`src/rtl/prim_minimum_spanning_tree_top_defines.svh`:
```
// Assertion macros used by the spanning tree datapath.
`ifndef PRIM_MINIMUM_SPANNING_TREE_TOP_DEFINES_SVH
`define PRIM_MINIMUM_SPANNING_TREE_TOP_DEFINES_SVH

// Same-cycle implication, checked on the rising clock edge.
`define PMST_ASSERT_IMP(label, clk, rst, ante, cons) \
   label: assert property (@(posedge clk) disable iff (rst) (ante) |-> (cons)) \
      else $error("pmst: same-cycle check failed");

// Next-cycle implication, checked on the rising clock edge.
`define PMST_ASSERT_NXT(label, clk, rst, ante, cons) \
   label: assert property (@(posedge clk) disable iff (rst) (ante) |=> (cons)) \
      else $error("pmst: next-cycle check failed");

`endif

```
`src/rtl/pmst_pkg.sv`:
```
`timescale 1ns / 1ps
package pmst_pkg;

   // Sizes
   localparam int MAX_VERTICES = 16;
   localparam int VTX_W        = $clog2(MAX_VERTICES);
   localparam int CNT_W        = VTX_W + 1;
   localparam int ADDR_W       = 2 * VTX_W;
   localparam int ADJ_DEPTH    = MAX_VERTICES * MAX_VERTICES;
   localparam int COST_W       = 8;
   localparam int PC_W         = 5;
   localparam int CSR_IDX_W    = 1;
   localparam int CSR_DATA_W   = 8;

   // Reset values of the configuration registers
   localparam logic [CNT_W-1:0]  RESET_VERTEX_COUNT = CNT_W'(16);
   localparam logic [COST_W-1:0] RESET_NO_EDGE      = COST_W'(100);

   // Configuration register indexes
   localparam logic [CSR_IDX_W-1:0] CSR_VERTEX_COUNT = 1'b0;
   localparam logic [CSR_IDX_W-1:0] CSR_NO_EDGE_COST = 1'b1;

   // Request modes
   localparam logic [1:0] MODE_WRITE = 2'd0;
   localparam logic [1:0] MODE_RUN   = 2'd1;
   localparam logic [1:0] MODE_CLEAR = 2'd2;

   // Result status codes
   localparam logic [1:0] ST_OK      = 2'd0;
   localparam logic [1:0] ST_VERTEX  = 2'd1;
   localparam logic [1:0] ST_WEIGHT  = 2'd2;
   localparam logic [1:0] ST_UNREACH = 2'd3;

   typedef struct packed {
      logic [1:0]        mode;
      logic [VTX_W-1:0]  vertex_a;
      logic [VTX_W-1:0]  vertex_b;
      logic [COST_W-1:0] edge_cost;
   } pmst_req_type;

   typedef struct packed {
      logic [VTX_W-1:0]  from_vertex;
      logic [VTX_W-1:0]  to_vertex;
      logic [COST_W-1:0] cost;
      logic [1:0]        status;
      logic              last;
   } pmst_rsp_type;

   // Datapath actions, one per control word
   typedef enum logic [3:0] {
      ACT_NONE,
      ACT_FILL_RESET,
      ACT_FILL_CFG,
      ACT_CLEAR_STEP,
      ACT_WRITE_AB,
      ACT_WRITE_BA,
      ACT_EMIT_ERR,
      ACT_RUN_INIT,
      ACT_INIT_STEP,
      ACT_SEARCH_INIT,
      ACT_SEARCH_STEP,
      ACT_EMIT_EDGE,
      ACT_UPDATE_STEP
   } pmst_act_type;

   // Jump conditions
   typedef enum logic [3:0] {
      COND_NEVER,
      COND_ALWAYS,
      COND_NO_START,
      COND_MODE_CLEAR,
      COND_MODE_RUN,
      COND_MODE_NOT_WRITE,
      COND_WRITE_BAD,
      COND_START_BAD,
      COND_N_ONE,
      COND_J_NOT_N,
      COND_J_NOT_LAST,
      COND_LAST_ROUND,
      COND_CLR_NOT_DONE
   } pmst_cond_type;

   typedef struct packed {
      pmst_act_type    act;
      pmst_cond_type   cond;
      logic [PC_W-1:0] target;
   } pmst_ucode_type;

   // Sequencer to datapath
   typedef struct packed {
      pmst_act_type act;
      logic         accept;
   } pmst_cmd_type;

   // Datapath to sequencer
   typedef struct packed {
      logic mode_clear;
      logic mode_run;
      logic mode_write;
      logic write_bad;
      logic start_bad;
      logic n_one;
      logic j_not_n;
      logic j_not_last;
      logic last_round;
      logic clr_not_done;
   } pmst_flags_type;

endpackage

```
`src/rtl/pmst_seq.sv`:
```
`timescale 1ns / 1ps
module pmst_seq
   import pmst_pkg::*;
(
   input  logic           clock,
   input  logic           reset,
   input  logic           start,
   input  pmst_flags_type flags,
   output pmst_cmd_type   cmd,
   output logic           busy
);

   // Program addresses
   localparam logic [PC_W-1:0] STEP_RST       = PC_W'(0);
   localparam logic [PC_W-1:0] STEP_CLEAR     = PC_W'(1);
   localparam logic [PC_W-1:0] STEP_IDLE      = PC_W'(2);
   localparam logic [PC_W-1:0] STEP_DISPATCH  = PC_W'(3);
   localparam logic [PC_W-1:0] STEP_IS_RUN    = PC_W'(4);
   localparam logic [PC_W-1:0] STEP_IS_WRITE  = PC_W'(5);
   localparam logic [PC_W-1:0] STEP_WR_CHECK  = PC_W'(6);
   localparam logic [PC_W-1:0] STEP_WR_AB     = PC_W'(7);
   localparam logic [PC_W-1:0] STEP_WR_BA     = PC_W'(8);
   localparam logic [PC_W-1:0] STEP_ERROR     = PC_W'(9);
   localparam logic [PC_W-1:0] STEP_RUN       = PC_W'(10);
   localparam logic [PC_W-1:0] STEP_RUN_INIT  = PC_W'(11);
   localparam logic [PC_W-1:0] STEP_LOAD_ROW  = PC_W'(12);
   localparam logic [PC_W-1:0] STEP_ROUND     = PC_W'(13);
   localparam logic [PC_W-1:0] STEP_SEARCH    = PC_W'(14);
   localparam logic [PC_W-1:0] STEP_EMIT      = PC_W'(15);
   localparam logic [PC_W-1:0] STEP_UPDATE    = PC_W'(16);
   localparam logic [PC_W-1:0] STEP_LOOP      = PC_W'(17);
   localparam logic [PC_W-1:0] STEP_CLR_PREP  = PC_W'(18);

   logic [PC_W-1:0] pc_ff;
   logic [PC_W-1:0] pc_in;
   pmst_ucode_type  word;
   logic            take;

   // Control store
   function automatic pmst_ucode_type rom_word(input logic [PC_W-1:0] pc);
      pmst_ucode_type w;
      unique case (pc)
         STEP_RST:      w = '{ACT_FILL_RESET,  COND_NEVER,          STEP_RST};
         STEP_CLEAR:    w = '{ACT_CLEAR_STEP,  COND_CLR_NOT_DONE,   STEP_CLEAR};
         STEP_IDLE:     w = '{ACT_NONE,        COND_NO_START,       STEP_IDLE};
         STEP_DISPATCH: w = '{ACT_NONE,        COND_MODE_CLEAR,     STEP_CLR_PREP};
         STEP_IS_RUN:   w = '{ACT_NONE,        COND_MODE_RUN,       STEP_RUN};
         STEP_IS_WRITE: w = '{ACT_NONE,        COND_MODE_NOT_WRITE, STEP_IDLE};
         STEP_WR_CHECK: w = '{ACT_NONE,        COND_WRITE_BAD,      STEP_ERROR};
         STEP_WR_AB:    w = '{ACT_WRITE_AB,    COND_NEVER,          STEP_IDLE};
         STEP_WR_BA:    w = '{ACT_WRITE_BA,    COND_ALWAYS,         STEP_IDLE};
         STEP_ERROR:    w = '{ACT_EMIT_ERR,    COND_ALWAYS,         STEP_IDLE};
         STEP_RUN:      w = '{ACT_NONE,        COND_START_BAD,      STEP_ERROR};
         STEP_RUN_INIT: w = '{ACT_RUN_INIT,    COND_N_ONE,          STEP_IDLE};
         STEP_LOAD_ROW: w = '{ACT_INIT_STEP,   COND_J_NOT_N,        STEP_LOAD_ROW};
         STEP_ROUND:    w = '{ACT_SEARCH_INIT, COND_NEVER,          STEP_IDLE};
         STEP_SEARCH:   w = '{ACT_SEARCH_STEP, COND_J_NOT_LAST,     STEP_SEARCH};
         STEP_EMIT:     w = '{ACT_EMIT_EDGE,   COND_LAST_ROUND,     STEP_IDLE};
         STEP_UPDATE:   w = '{ACT_UPDATE_STEP, COND_J_NOT_N,        STEP_UPDATE};
         STEP_LOOP:     w = '{ACT_NONE,        COND_ALWAYS,         STEP_ROUND};
         STEP_CLR_PREP: w = '{ACT_FILL_CFG,    COND_ALWAYS,         STEP_CLEAR};
         default:       w = '{ACT_NONE,        COND_ALWAYS,         STEP_IDLE};
      endcase
      return w;
   endfunction

   // Evaluate the jump condition and pick the next step
   always_comb begin
      word = rom_word(pc_ff);
      unique case (word.cond)
         COND_NEVER:          take = 1'b0;
         COND_ALWAYS:         take = 1'b1;
         COND_NO_START:       take = !start;
         COND_MODE_CLEAR:     take = flags.mode_clear;
         COND_MODE_RUN:       take = flags.mode_run;
         COND_MODE_NOT_WRITE: take = !flags.mode_write;
         COND_WRITE_BAD:      take = flags.write_bad;
         COND_START_BAD:      take = flags.start_bad;
         COND_N_ONE:          take = flags.n_one;
         COND_J_NOT_N:        take = flags.j_not_n;
         COND_J_NOT_LAST:     take = flags.j_not_last;
         COND_LAST_ROUND:     take = flags.last_round;
         COND_CLR_NOT_DONE:   take = flags.clr_not_done;
         default:             take = 1'b0;
      endcase
      pc_in = take ? word.target : pc_ff + PC_W'(1);
      busy  = (pc_ff != STEP_IDLE);
      cmd.act    = word.act;
      cmd.accept = (pc_ff == STEP_IDLE) && start;
   end

   // Step counter
   always_ff @(posedge clock) begin
      if (reset) begin
         pc_ff <= STEP_RST;
      end else begin
         pc_ff <= pc_in;
      end
   end

endmodule

```
`src/rtl/pmst_datapath.sv`:
```
`timescale 1ns / 1ps
`include "prim_minimum_spanning_tree_top_defines.svh"
module pmst_datapath
   import pmst_pkg::*;
(
   input  logic                  clock,
   input  logic                  reset,
   input  pmst_cmd_type          cmd,
   input  pmst_req_type          req_data,
   input  logic                  csr_we,
   input  logic [CSR_IDX_W-1:0]  csr_index,
   input  logic [CSR_DATA_W-1:0] csr_wdata,
   output pmst_flags_type        flags,
   output logic                  rsp_valid,
   output pmst_rsp_type          rsp_data
);

   // Configuration
   logic [CNT_W-1:0]  vertex_count_ff;
   logic [COST_W-1:0] no_edge_ff;

   // Working registers
   pmst_req_type         req_ff;
   logic [COST_W-1:0]    fill_ff, fill_in;
   logic [ADDR_W-1:0]    clr_addr_ff, clr_addr_in;
   logic [CNT_W-1:0]     j_ff, j_in;
   logic [CNT_W-1:0]     i_ff, i_in;
   logic [VTX_W-1:0]     k_ff, k_in;
   logic [COST_W-1:0]    best_ff, best_in;
   logic                 found_ff, found_in;
   logic [MAX_VERTICES-1:0] in_tree_ff, in_tree_in;
   logic                 rsp_valid_ff, rsp_valid_in;
   pmst_rsp_type         rsp_ff, rsp_in;

   // Adjacency memory
   logic [COST_W-1:0] adj_mem [ADJ_DEPTH];
   logic [COST_W-1:0] rd_data_ff;
   logic              mem_we;
   logic [ADDR_W-1:0] mem_waddr;
   logic [COST_W-1:0] mem_wdata;
   logic [ADDR_W-1:0] mem_raddr;

   // Per-vertex best link
   logic [COST_W-1:0] cc_arr  [MAX_VERTICES];
   logic [VTX_W-1:0]  ctv_arr [MAX_VERTICES];
   logic [VTX_W-1:0]  arr_idx;
   logic [COST_W-1:0] cc_rd;
   logic [VTX_W-1:0]  ctv_rd;
   logic              arr_we;
   logic [COST_W-1:0] cc_wdata;
   logic [VTX_W-1:0]  ctv_wdata;

   logic [CNT_W-1:0]  n;
   logic [CNT_W-1:0]  a_ext;
   logic [CNT_W-1:0]  b_ext;
   logic [VTX_W-1:0]  jd;
   logic              vtx_bad;

   // Clamp the vertex count to the supported range
   always_comb begin
      if (vertex_count_ff > CNT_W'(MAX_VERTICES)) begin
         n = CNT_W'(MAX_VERTICES);
      end else if (vertex_count_ff == '0) begin
         n = CNT_W'(1);
      end else begin
         n = vertex_count_ff;
      end
   end

   assign a_ext   = CNT_W'(req_ff.vertex_a);
   assign b_ext   = CNT_W'(req_ff.vertex_b);
   assign jd      = VTX_W'(j_ff - CNT_W'(1));
   assign vtx_bad = (a_ext >= n) || (b_ext >= n);

   // Status for the sequencer
   always_comb begin
      flags.mode_clear   = (req_ff.mode == MODE_CLEAR);
      flags.mode_run     = (req_ff.mode == MODE_RUN);
      flags.mode_write   = (req_ff.mode == MODE_WRITE);
      flags.write_bad    = vtx_bad || (req_ff.edge_cost == '0)
                           || (req_ff.edge_cost >= no_edge_ff);
      flags.start_bad    = (a_ext >= n);
      flags.n_one        = (n == CNT_W'(1));
      flags.j_not_n      = (j_ff != n);
      flags.j_not_last   = (j_ff != n - CNT_W'(1));
      flags.last_round   = (i_ff == n - CNT_W'(1));
      flags.clr_not_done = (clr_addr_ff != '1);
   end

   // Read the best-link arrays at one index per cycle
   always_comb begin
      unique case (cmd.act)
         ACT_EMIT_EDGE:   arr_idx = k_ff;
         ACT_SEARCH_STEP: arr_idx = j_ff[VTX_W-1:0];
         default:         arr_idx = jd;
      endcase
      cc_rd  = cc_arr[arr_idx];
      ctv_rd = ctv_arr[arr_idx];
   end

   // Datapath actions
   always_comb begin
      fill_in      = fill_ff;
      clr_addr_in  = clr_addr_ff;
      j_in         = j_ff;
      i_in         = i_ff;
      k_in         = k_ff;
      best_in      = best_ff;
      found_in     = found_ff;
      in_tree_in   = in_tree_ff;
      rsp_valid_in = 1'b0;
      rsp_in       = rsp_ff;
      mem_we       = 1'b0;
      mem_waddr    = clr_addr_ff;
      mem_wdata    = fill_ff;
      mem_raddr    = {k_ff, j_ff[VTX_W-1:0]};
      arr_we       = 1'b0;
      cc_wdata     = rd_data_ff;
      ctv_wdata    = req_ff.vertex_a;

      unique case (cmd.act)
         ACT_NONE: begin
         end
         ACT_FILL_RESET: begin
            fill_in     = RESET_NO_EDGE;
            clr_addr_in = '0;
         end
         ACT_FILL_CFG: begin
            fill_in     = no_edge_ff;
            clr_addr_in = '0;
         end
         ACT_CLEAR_STEP: begin
            mem_we      = 1'b1;
            clr_addr_in = clr_addr_ff + ADDR_W'(1);
         end
         ACT_WRITE_AB: begin
            mem_we    = 1'b1;
            mem_waddr = {req_ff.vertex_a, req_ff.vertex_b};
            mem_wdata = req_ff.edge_cost;
         end
         ACT_WRITE_BA: begin
            mem_we    = 1'b1;
            mem_waddr = {req_ff.vertex_b, req_ff.vertex_a};
            mem_wdata = req_ff.edge_cost;
         end
         ACT_EMIT_ERR: begin
            rsp_valid_in       = 1'b1;
            rsp_in.from_vertex = req_ff.vertex_a;
            rsp_in.to_vertex   = flags.mode_run ? req_ff.vertex_a : req_ff.vertex_b;
            rsp_in.cost        = '0;
            rsp_in.status      = (flags.mode_run || vtx_bad) ? ST_VERTEX : ST_WEIGHT;
            rsp_in.last        = 1'b1;
         end
         ACT_RUN_INIT: begin
            j_in       = '0;
            i_in       = CNT_W'(1);
            in_tree_in = '0;
            in_tree_in[req_ff.vertex_a] = 1'b1;
         end
         ACT_INIT_STEP: begin
            // Read the start row, store the previous column's cost
            mem_raddr = {req_ff.vertex_a, j_ff[VTX_W-1:0]};
            arr_we    = (j_ff != '0);
            j_in      = j_ff + CNT_W'(1);
         end
         ACT_SEARCH_INIT: begin
            j_in     = '0;
            found_in = 1'b0;
         end
         ACT_SEARCH_STEP: begin
            // Keep the first strictly cheaper vertex outside the tree
            if (!in_tree_ff[j_ff[VTX_W-1:0]] && (!found_ff || cc_rd < best_ff)) begin
               found_in = 1'b1;
               best_in  = cc_rd;
               k_in     = j_ff[VTX_W-1:0];
            end
            j_in = j_ff + CNT_W'(1);
         end
         ACT_EMIT_EDGE: begin
            rsp_valid_in       = 1'b1;
            rsp_in.from_vertex = ctv_rd;
            rsp_in.to_vertex   = k_ff;
            rsp_in.cost        = best_ff;
            rsp_in.status      = (best_ff >= no_edge_ff) ? ST_UNREACH : ST_OK;
            rsp_in.last        = flags.last_round;
            in_tree_in[k_ff]   = 1'b1;
            i_in               = i_ff + CNT_W'(1);
            j_in               = '0;
         end
         ACT_UPDATE_STEP: begin
            // Read row k, relax the previous column on a strictly cheaper edge
            arr_we    = (j_ff != '0) && !in_tree_ff[jd] && (rd_data_ff < cc_rd);
            ctv_wdata = k_ff;
            j_in      = j_ff + CNT_W'(1);
         end
         default: begin
         end
      endcase
   end

   // Configuration writes
   always_ff @(posedge clock) begin
      if (reset) begin
         vertex_count_ff <= RESET_VERTEX_COUNT;
         no_edge_ff      <= RESET_NO_EDGE;
      end else if (csr_we) begin
         unique case (csr_index)
            CSR_VERTEX_COUNT: vertex_count_ff <= csr_wdata[CNT_W-1:0];
            CSR_NO_EDGE_COST: no_edge_ff      <= csr_wdata[COST_W-1:0];
            default: begin
            end
         endcase
      end
   end

   // Control registers
   always_ff @(posedge clock) begin
      if (reset) begin
         rsp_valid_ff <= 1'b0;
         in_tree_ff   <= '0;
         found_ff     <= 1'b0;
      end else begin
         rsp_valid_ff <= rsp_valid_in;
         in_tree_ff   <= in_tree_in;
         found_ff     <= found_in;
      end
   end

   // Payload registers
   always_ff @(posedge clock) begin
      if (cmd.accept) begin
         req_ff <= req_data;
      end
      fill_ff     <= fill_in;
      clr_addr_ff <= clr_addr_in;
      j_ff        <= j_in;
      i_ff        <= i_in;
      k_ff        <= k_in;
      best_ff     <= best_in;
      rsp_ff      <= rsp_in;
   end

   // Adjacency memory: one write port, one registered read port
   always_ff @(posedge clock) begin
      if (mem_we) begin
         adj_mem[mem_waddr] <= mem_wdata;
      end
      rd_data_ff <= adj_mem[mem_raddr];
   end

   // Best-link arrays, written at the previous column
   always_ff @(posedge clock) begin
      if (arr_we) begin
         cc_arr[jd]  <= cc_wdata;
         ctv_arr[jd] <= ctv_wdata;
      end
   end

   assign rsp_valid = rsp_valid_ff;
   assign rsp_data  = rsp_ff;

   `PMST_ASSERT_IMP(a_emit_has_candidate, clock, reset,
                    cmd.act == ACT_EMIT_EDGE, found_ff && !in_tree_ff[k_ff])
   `PMST_ASSERT_NXT(a_emit_joins_tree, clock, reset,
                    cmd.act == ACT_EMIT_EDGE, rsp_valid_ff && in_tree_ff[rsp_ff.to_vertex])
   `PMST_ASSERT_IMP(a_ok_below_no_edge, clock, reset,
                    rsp_valid_ff && rsp_ff.status == ST_OK, rsp_ff.cost < no_edge_ff)

endmodule

```
`src/rtl/prim_minimum_spanning_tree_top.sv`:
```
`timescale 1ns / 1ps
// Prim spanning tree engine over a 16 by 16 adjacency matrix of 8-bit costs. A request is
// taken when start is high and busy is low. Results appear on rsp_data for one cycle with
// rsp_valid and cannot be stalled, so the receiver must take them as they come; the last
// result of a request is presented in the first cycle that busy is low again. All timing
// is set by a microcoded step counter driving one matrix memory with one write port and
// one registered read port. After reset busy stays high while the matrix is filled with
// the no-edge cost. Busy is also high while a clear, an edge write, a rejected request or
// a run is carried out. A run over n vertices (n at least 2) loads the start row, then per
// added vertex makes a search pass and, except after the last one, a relax pass. Configuration
// writes land at once and are meant for idle periods.
module prim_minimum_spanning_tree_top
   import pmst_pkg::*;
(
   input  logic                  clock,
   input  logic                  reset,
   input  logic                  start,
   output logic                  busy,
   input  pmst_req_type          req_data,
   output logic                  rsp_valid,
   output pmst_rsp_type          rsp_data,
   input  logic                  csr_we,
   input  logic [CSR_IDX_W-1:0]  csr_index,
   input  logic [CSR_DATA_W-1:0] csr_wdata
);

   pmst_cmd_type   cmd;
   pmst_flags_type flags;

   // Step counter and control store
   pmst_seq u_seq (
      .clock (clock),
      .reset (reset),
      .start (start),
      .flags (flags),
      .cmd   (cmd),
      .busy  (busy)
   );

   // Matrix, tree state and result register
   pmst_datapath u_datapath (
      .clock     (clock),
      .reset     (reset),
      .cmd       (cmd),
      .req_data  (req_data),
      .csr_we    (csr_we),
      .csr_index (csr_index),
      .csr_wdata (csr_wdata),
      .flags     (flags),
      .rsp_valid (rsp_valid),
      .rsp_data  (rsp_data)
   );

endmodule
```
`config.mk`:
```
export PLATFORM = sky130hd
export DESIGN_NAME = prim_minimum_spanning_tree_top
export DESIGN_NICKNAME = d
export VERILOG_FILES = /design/src/rtl/pmst_pkg.sv /design/src/rtl/pmst_seq.sv /design/src/rtl/pmst_datapath.sv /design/src/rtl/prim_minimum_spanning_tree_top.sv
export VERILOG_INCLUDE_DIRS = /design/src /design/src/rtl
export SDC_FILE = /design/constraint.sdc
export NUM_CORES = 2
export LEC_CHECK = 0
export ABC_CLOCK_PERIOD_IN_PS = 4900
export BUFFER_PORTS_ARGS = -buffer_cell sky130_fd_sc_hd__buf_2
export CAP_MARGIN = 15
export CELL_PAD_IN_SITES_DETAIL_PLACEMENT = 1
export CELL_PAD_IN_SITES_GLOBAL_PLACEMENT = 2
export CORE_ASPECT_RATIO = 1.5
export CORE_UTILIZATION = 45
export CTS_BUF_LIST = sky130_fd_sc_hd__clkbuf_4 sky130_fd_sc_hd__clkbuf_8
export DETAILED_ROUTE_END_ITERATION = 12
export PLACE_DENSITY_LB_ADDON = 0.08
export SYNTH_ARGS = -nofsm -noshare
export SYNTH_HDL_FRONTEND = slang
export SYNTH_SLANG_ARGS = --single-unit
```
`constraint.sdc`:
```
create_clock -name clock -period 4.9 [get_ports clock]
set_clock_uncertainty 0.05 [all_clocks]
set_input_delay 0.735 -clock clock [delete_from_list [all_inputs] [get_ports clock]]
set_output_delay 0.735 -clock clock [all_outputs]
set_load 0.05 [all_outputs]
```
==> results.cfg <==
[synthesis]
synth_area_per_cell_sq_um = 20.1
number_of_instances_in_the_synthesized_netlist = 4727
synth_cell_type_count = 88
yosys_warnings = 0
number_of_flip_flops_and_latches_in_the_synthesized_netlist = 2372
synth-edff-count = 2315
synth-main-ff-cell = sky130_fd_sc_hd__edfxtp_1
synthesis.area_sq_um = 94900
synth_async_sr_flop_share = 0
seq_area_frac_synth = 0.745
synth_fp_nets = 4814

[clocking]
cts-root-buf = sky130_fd_sc_hd__clkbuf_8
cts-buffers-inserted = 365
tritoncts = done
clk_path_buf_depth = 4
ctsHtreeMaxLevel = 5
cts.reportedPaths.clkPinSlew_ns = 0.06
cts_num_sinks = 2372
clk-insertion-delay-late_ns = 0.95

[worst_setup_path]
largest_delay_contributor_family_on_the_critical_path = compound AO/OA/AOI/OAI gates
critical_path.max_stage_delay_ns = 0.46
setup.worst_path.start = u_datapath.j_ff[0]
timing_worst_setup_path_type = reg2reg
crit_fanout = 26
critPathRequiredTime_ns = 5.49
crit_arrival_ns = 5.18
worst-path-buf-inv = 4
critPathCaptureType = flop
cpMaxStageDelayCell = sky130_fd_sc_hd__a2111oi_1
reg2reg_from = u_datapath.j_ff[0]
timing.critical_path.cells = buf_12, nor3_4, xnor2_1, mux2i_4, buf_4, a311oi_1, a21oi_1, mux2_2, ha_1, a21o_1, a21o_1, a2111oi_1, nor2_1, a21oi_2, buf_4, and4_2, buf_12
setup.reg_to_reg.worst_slack_ns = 0.32
start_kind = flop

[detailed_routing]
routed_wire_length_mm = 258
vias = 47904
post_route_ant_nets = 0
post_drt_wl_per_cell_microns = 30.7
drc_errors = 0
routed_via_density = 5.71
firstDrtPassIters = 7
dr.first_iter.drc_count = 3512

[power]
overall_power_of_the_completed_layout_mw = 46.8
p_leak_nw = 35.6
power_density_nw_per_um2 = 431
vdd_drop_max_v = 0.000427

[final_layout]
layout-area-overhead-vs-synth_pct = 14.5
post_route_cells_drive_above_1_share = 0.315
layout.cells.most_common = sky130_fd_sc_hd__edfxtp_1
layout.cells.most_common_list = 2315 x sky130_fd_sc_hd__edfxtp_1, 654 x sky130_fd_sc_hd__mux4_2, 384 x sky130_fd_sc_hd__clkbuf_8, 377 x sky130_fd_sc_hd__buf_4, 361 x sky130_fd_sc_hd__nor2_1
final_nets = 5385
final_cell_area_sq_um = 109000
fillers = 18949

[worst_hold_path]
hold_path_startpoint = reset
class_of_the_most_critical_hold_timing_path = in2reg

[timing]
setup_slack_ns = 0.317
period_needed_ns = 4.58
report.final.setup_viol = 0
worst_relative_slew_slack = 0.173
setup-tns-final_ns = 0
fin_crit_sh = 0.935
fmax_mhz = 218
tightestPinTransition_ns = 1.24
final-hold-violation-count = 0
report.final.slew_viol_count = 0
rsz0062_at_grt = false

[floorplan]
die_area_sq_um = 213000
initial_utilization = 0.452
design.portCount = 52
design.core.area_sq_um = 210000
core.rowCount = 206
chipHeight_microns = 564
die_w_microns = 377

[grt]
number_of_global_route_vias_before_repair = 52020
gr-usage-all-layers = 0.243
antenna_found_initial = 4
grt_pass1_wl_mm = 371
gr-total-overflow = 0
grt_max_degree = 160

[placement]
port_buffers = 51
finalWeightedCongestion = 0.859
hpwl_mm = 164
pre_cts_ws_ns = -0.0863
placed_area_sq_um = 101000

[outcome]
outcome = completed

[job]
maxCapViolCount = 0
[final cells by class]
cell class	instances	area [sq um]	share of cell area
Sequential cell	2372	70700	0.651
Antenna cell	2	5.00	0.0000461
Tap cell	2808	3510	0.0323
Clock buffer	484	6040	0.0556
Multi-Input combinational cell	2036	23200	0.213
Clock inverter	168	1100	0.0101
Inverter	36	138	0.00127
Timing Repair Buffer	487	3990	0.0367
[cell families after synthesis]
group                    share of synthesized area
AO/OA/AOI/OAI                               0.0260
XOR/XNOR                                   0.00294
adder cells (fa/ha/maj)                    0.00739
buffers and inverters                       0.0143
flip-flops                                   0.745
multiplexers                                 0.163
AND/OR/NAND/NOR                             0.0411
[per-stage QoR]
step | hold WS, ns | instances | utilization
6_report | 0.161 | 8393 | 0.518
5_1_grt | 0.133 | 8393 | 0.518
4_1_cts | 0.0670 | 8382 | 0.517
3_5_place_dp | 0.421 | 7704 | 0.482
3_3_place_gp | 0.426 | 7704 | 0.482
2_1_floorplan | 0.371 | 4727 | -
[state kept, by name, indices dropped and copies added (netlist names)]
| name | cells |
|---|---|
| u_datapath.k_ff | 4 |
| u_datapath.rsp_data | 19 |
| u_datapath.i_ff | 5 |
| u_datapath.a_ext | 4 |
| u_datapath.req_ff | 10 |
| u_datapath.adj_mem | 2048 |
| u_datapath.best_ff | 8 |
| u_datapath.cc_wdata | 8 |
| u_seq.word | 13 |
| u_datapath.ctv_arr | 64 |
| u_datapath.fill_ff | 8 |
| u_datapath.in_tree_ff | 16 |
| u_datapath.clr_addr_ff | 8 |
| u_datapath.b_ext | 4 |
| u_datapath.j_ff | 5 |
| u_datapath.found_ff | 1 |
| u_datapath.no_edge_ff | 8 |
| u_datapath.vertex_count_ff | 5 |
| u_seq.pc_ff | 5 |
| u_datapath.rsp_valid | 1 |
| u_datapath.cc_arr | 128 |
[what timing repair did]
item,4_1_cts,5_1_grt
cloned,0,1
setup buffers,0,7
endpoints found under the setup margin,172,188
endpoints found under the hold margin,31,0
gates resized for setup,2,10
hold buffers,26,0
[synthesized netlist by cell type (3+ instances only)]
library cell	count	area, sq um
sky130_fd_sc_hd__a211oi_1	95	713
sky130_fd_sc_hd__a21o_1	18	135
sky130_fd_sc_hd__a21oi_1	72	360
sky130_fd_sc_hd__a311o_1	4	40.0
sky130_fd_sc_hd__a311oi_1	26	228
sky130_fd_sc_hd__a31oi_1	48	300
sky130_fd_sc_hd__and2_1	71	444
sky130_fd_sc_hd__and3_1	8	50.1
sky130_fd_sc_hd__and4_1	17	149
sky130_fd_sc_hd__buf_1	38	143
sky130_fd_sc_hd__buf_2	88	440
sky130_fd_sc_hd__buf_4	4	30.0
sky130_fd_sc_hd__buf_6	4	45.0
sky130_fd_sc_hd__clkbuf_1	150	563
sky130_fd_sc_hd__dfxtp_1	57	1140
sky130_fd_sc_hd__edfxtp_1	2315	69500
sky130_fd_sc_hd__ha_1	56	701
sky130_fd_sc_hd__inv_1	35	131
sky130_fd_sc_hd__mux2_2	21	236
sky130_fd_sc_hd__mux2i_1	45	450
sky130_fd_sc_hd__mux2i_2	3	41.3
sky130_fd_sc_hd__mux4_2	654	14700
sky130_fd_sc_hd__nand2_1	288	1080
sky130_fd_sc_hd__nand2b_1	14	87.6
sky130_fd_sc_hd__nand3_1	43	215
sky130_fd_sc_hd__nand3b_1	4	30.0
sky130_fd_sc_hd__nor2_1	362	1360
sky130_fd_sc_hd__nor2b_1	17	106
sky130_fd_sc_hd__nor3_1	7	35.0
sky130_fd_sc_hd__nor3b_1	3	22.5
sky130_fd_sc_hd__nor4_1	4	25.0
sky130_fd_sc_hd__o211ai_1	10	75.1
sky130_fd_sc_hd__o21a_1	3	22.5
sky130_fd_sc_hd__o21ai_0	32	160
sky130_fd_sc_hd__o21ai_1	4	20.0
sky130_fd_sc_hd__o31ai_1	4	30.0
sky130_fd_sc_hd__o32ai_1	3	26.3
sky130_fd_sc_hd__o32ai_2	3	48.8
sky130_fd_sc_hd__or3_1	5	31.3
sky130_fd_sc_hd__xnor2_1	15	131
sky130_fd_sc_hd__xor2_1	15	131
[worst paths after layout]
check | endpoint | cells after the start
setup reg to reg | u_datapath.ctv_arr[7][3] | 17
hold reg to reg | u_datapath.no_edge_ff[2] | 2
setup / recovery | u_datapath.ctv_arr[7][3] | 17
hold / removal | u_seq.word[1] | 3
[where the power goes]
| part | switching (mW) | internal [mW] | leakage [nW] |
|---|---|---|---|
| logic | 4.40 | 2.00 | 10.6 |
| clock network | 7.69 | 8.70 | 3.76 |
| registers | 0.163 | 23.9 | 21.2 |
[metal layers]
metal | vias to the layer above | part of all wire | global-route usage
met4 | 0 | 0.035 | 0.0849
met2 | 1168 | 0.55 | 0.452
li1 | 20549 | - | -
met5 | - | 0 | 0
met1 | 25785 | 0.38 | 0.288
met3 | 402 | 0.039 | 0.0313
[worst reg2reg max path, stage by stage (launching register included)]
cell,delay (ns)
sky130_fd_sc_hd__edfxtp_1,0.43
sky130_fd_sc_hd__buf_12,0.22
sky130_fd_sc_hd__nor3_4,0.24
sky130_fd_sc_hd__xnor2_1,0.24
sky130_fd_sc_hd__mux2i_4,0.24
sky130_fd_sc_hd__buf_4,0.26
sky130_fd_sc_hd__a311oi_1,0.29
sky130_fd_sc_hd__a21oi_1,0.12
sky130_fd_sc_hd__mux2_2,0.30
sky130_fd_sc_hd__ha_1,0.18
sky130_fd_sc_hd__a21o_1,0.16
sky130_fd_sc_hd__a21o_1,0.17
sky130_fd_sc_hd__a2111oi_1,0.46
sky130_fd_sc_hd__nor2_1,0.10
sky130_fd_sc_hd__a21oi_2,0.14
sky130_fd_sc_hd__buf_4,0.24
sky130_fd_sc_hd__and4_2,0.28
sky130_fd_sc_hd__buf_12,0.15
(Power assumes the default switching activity.)
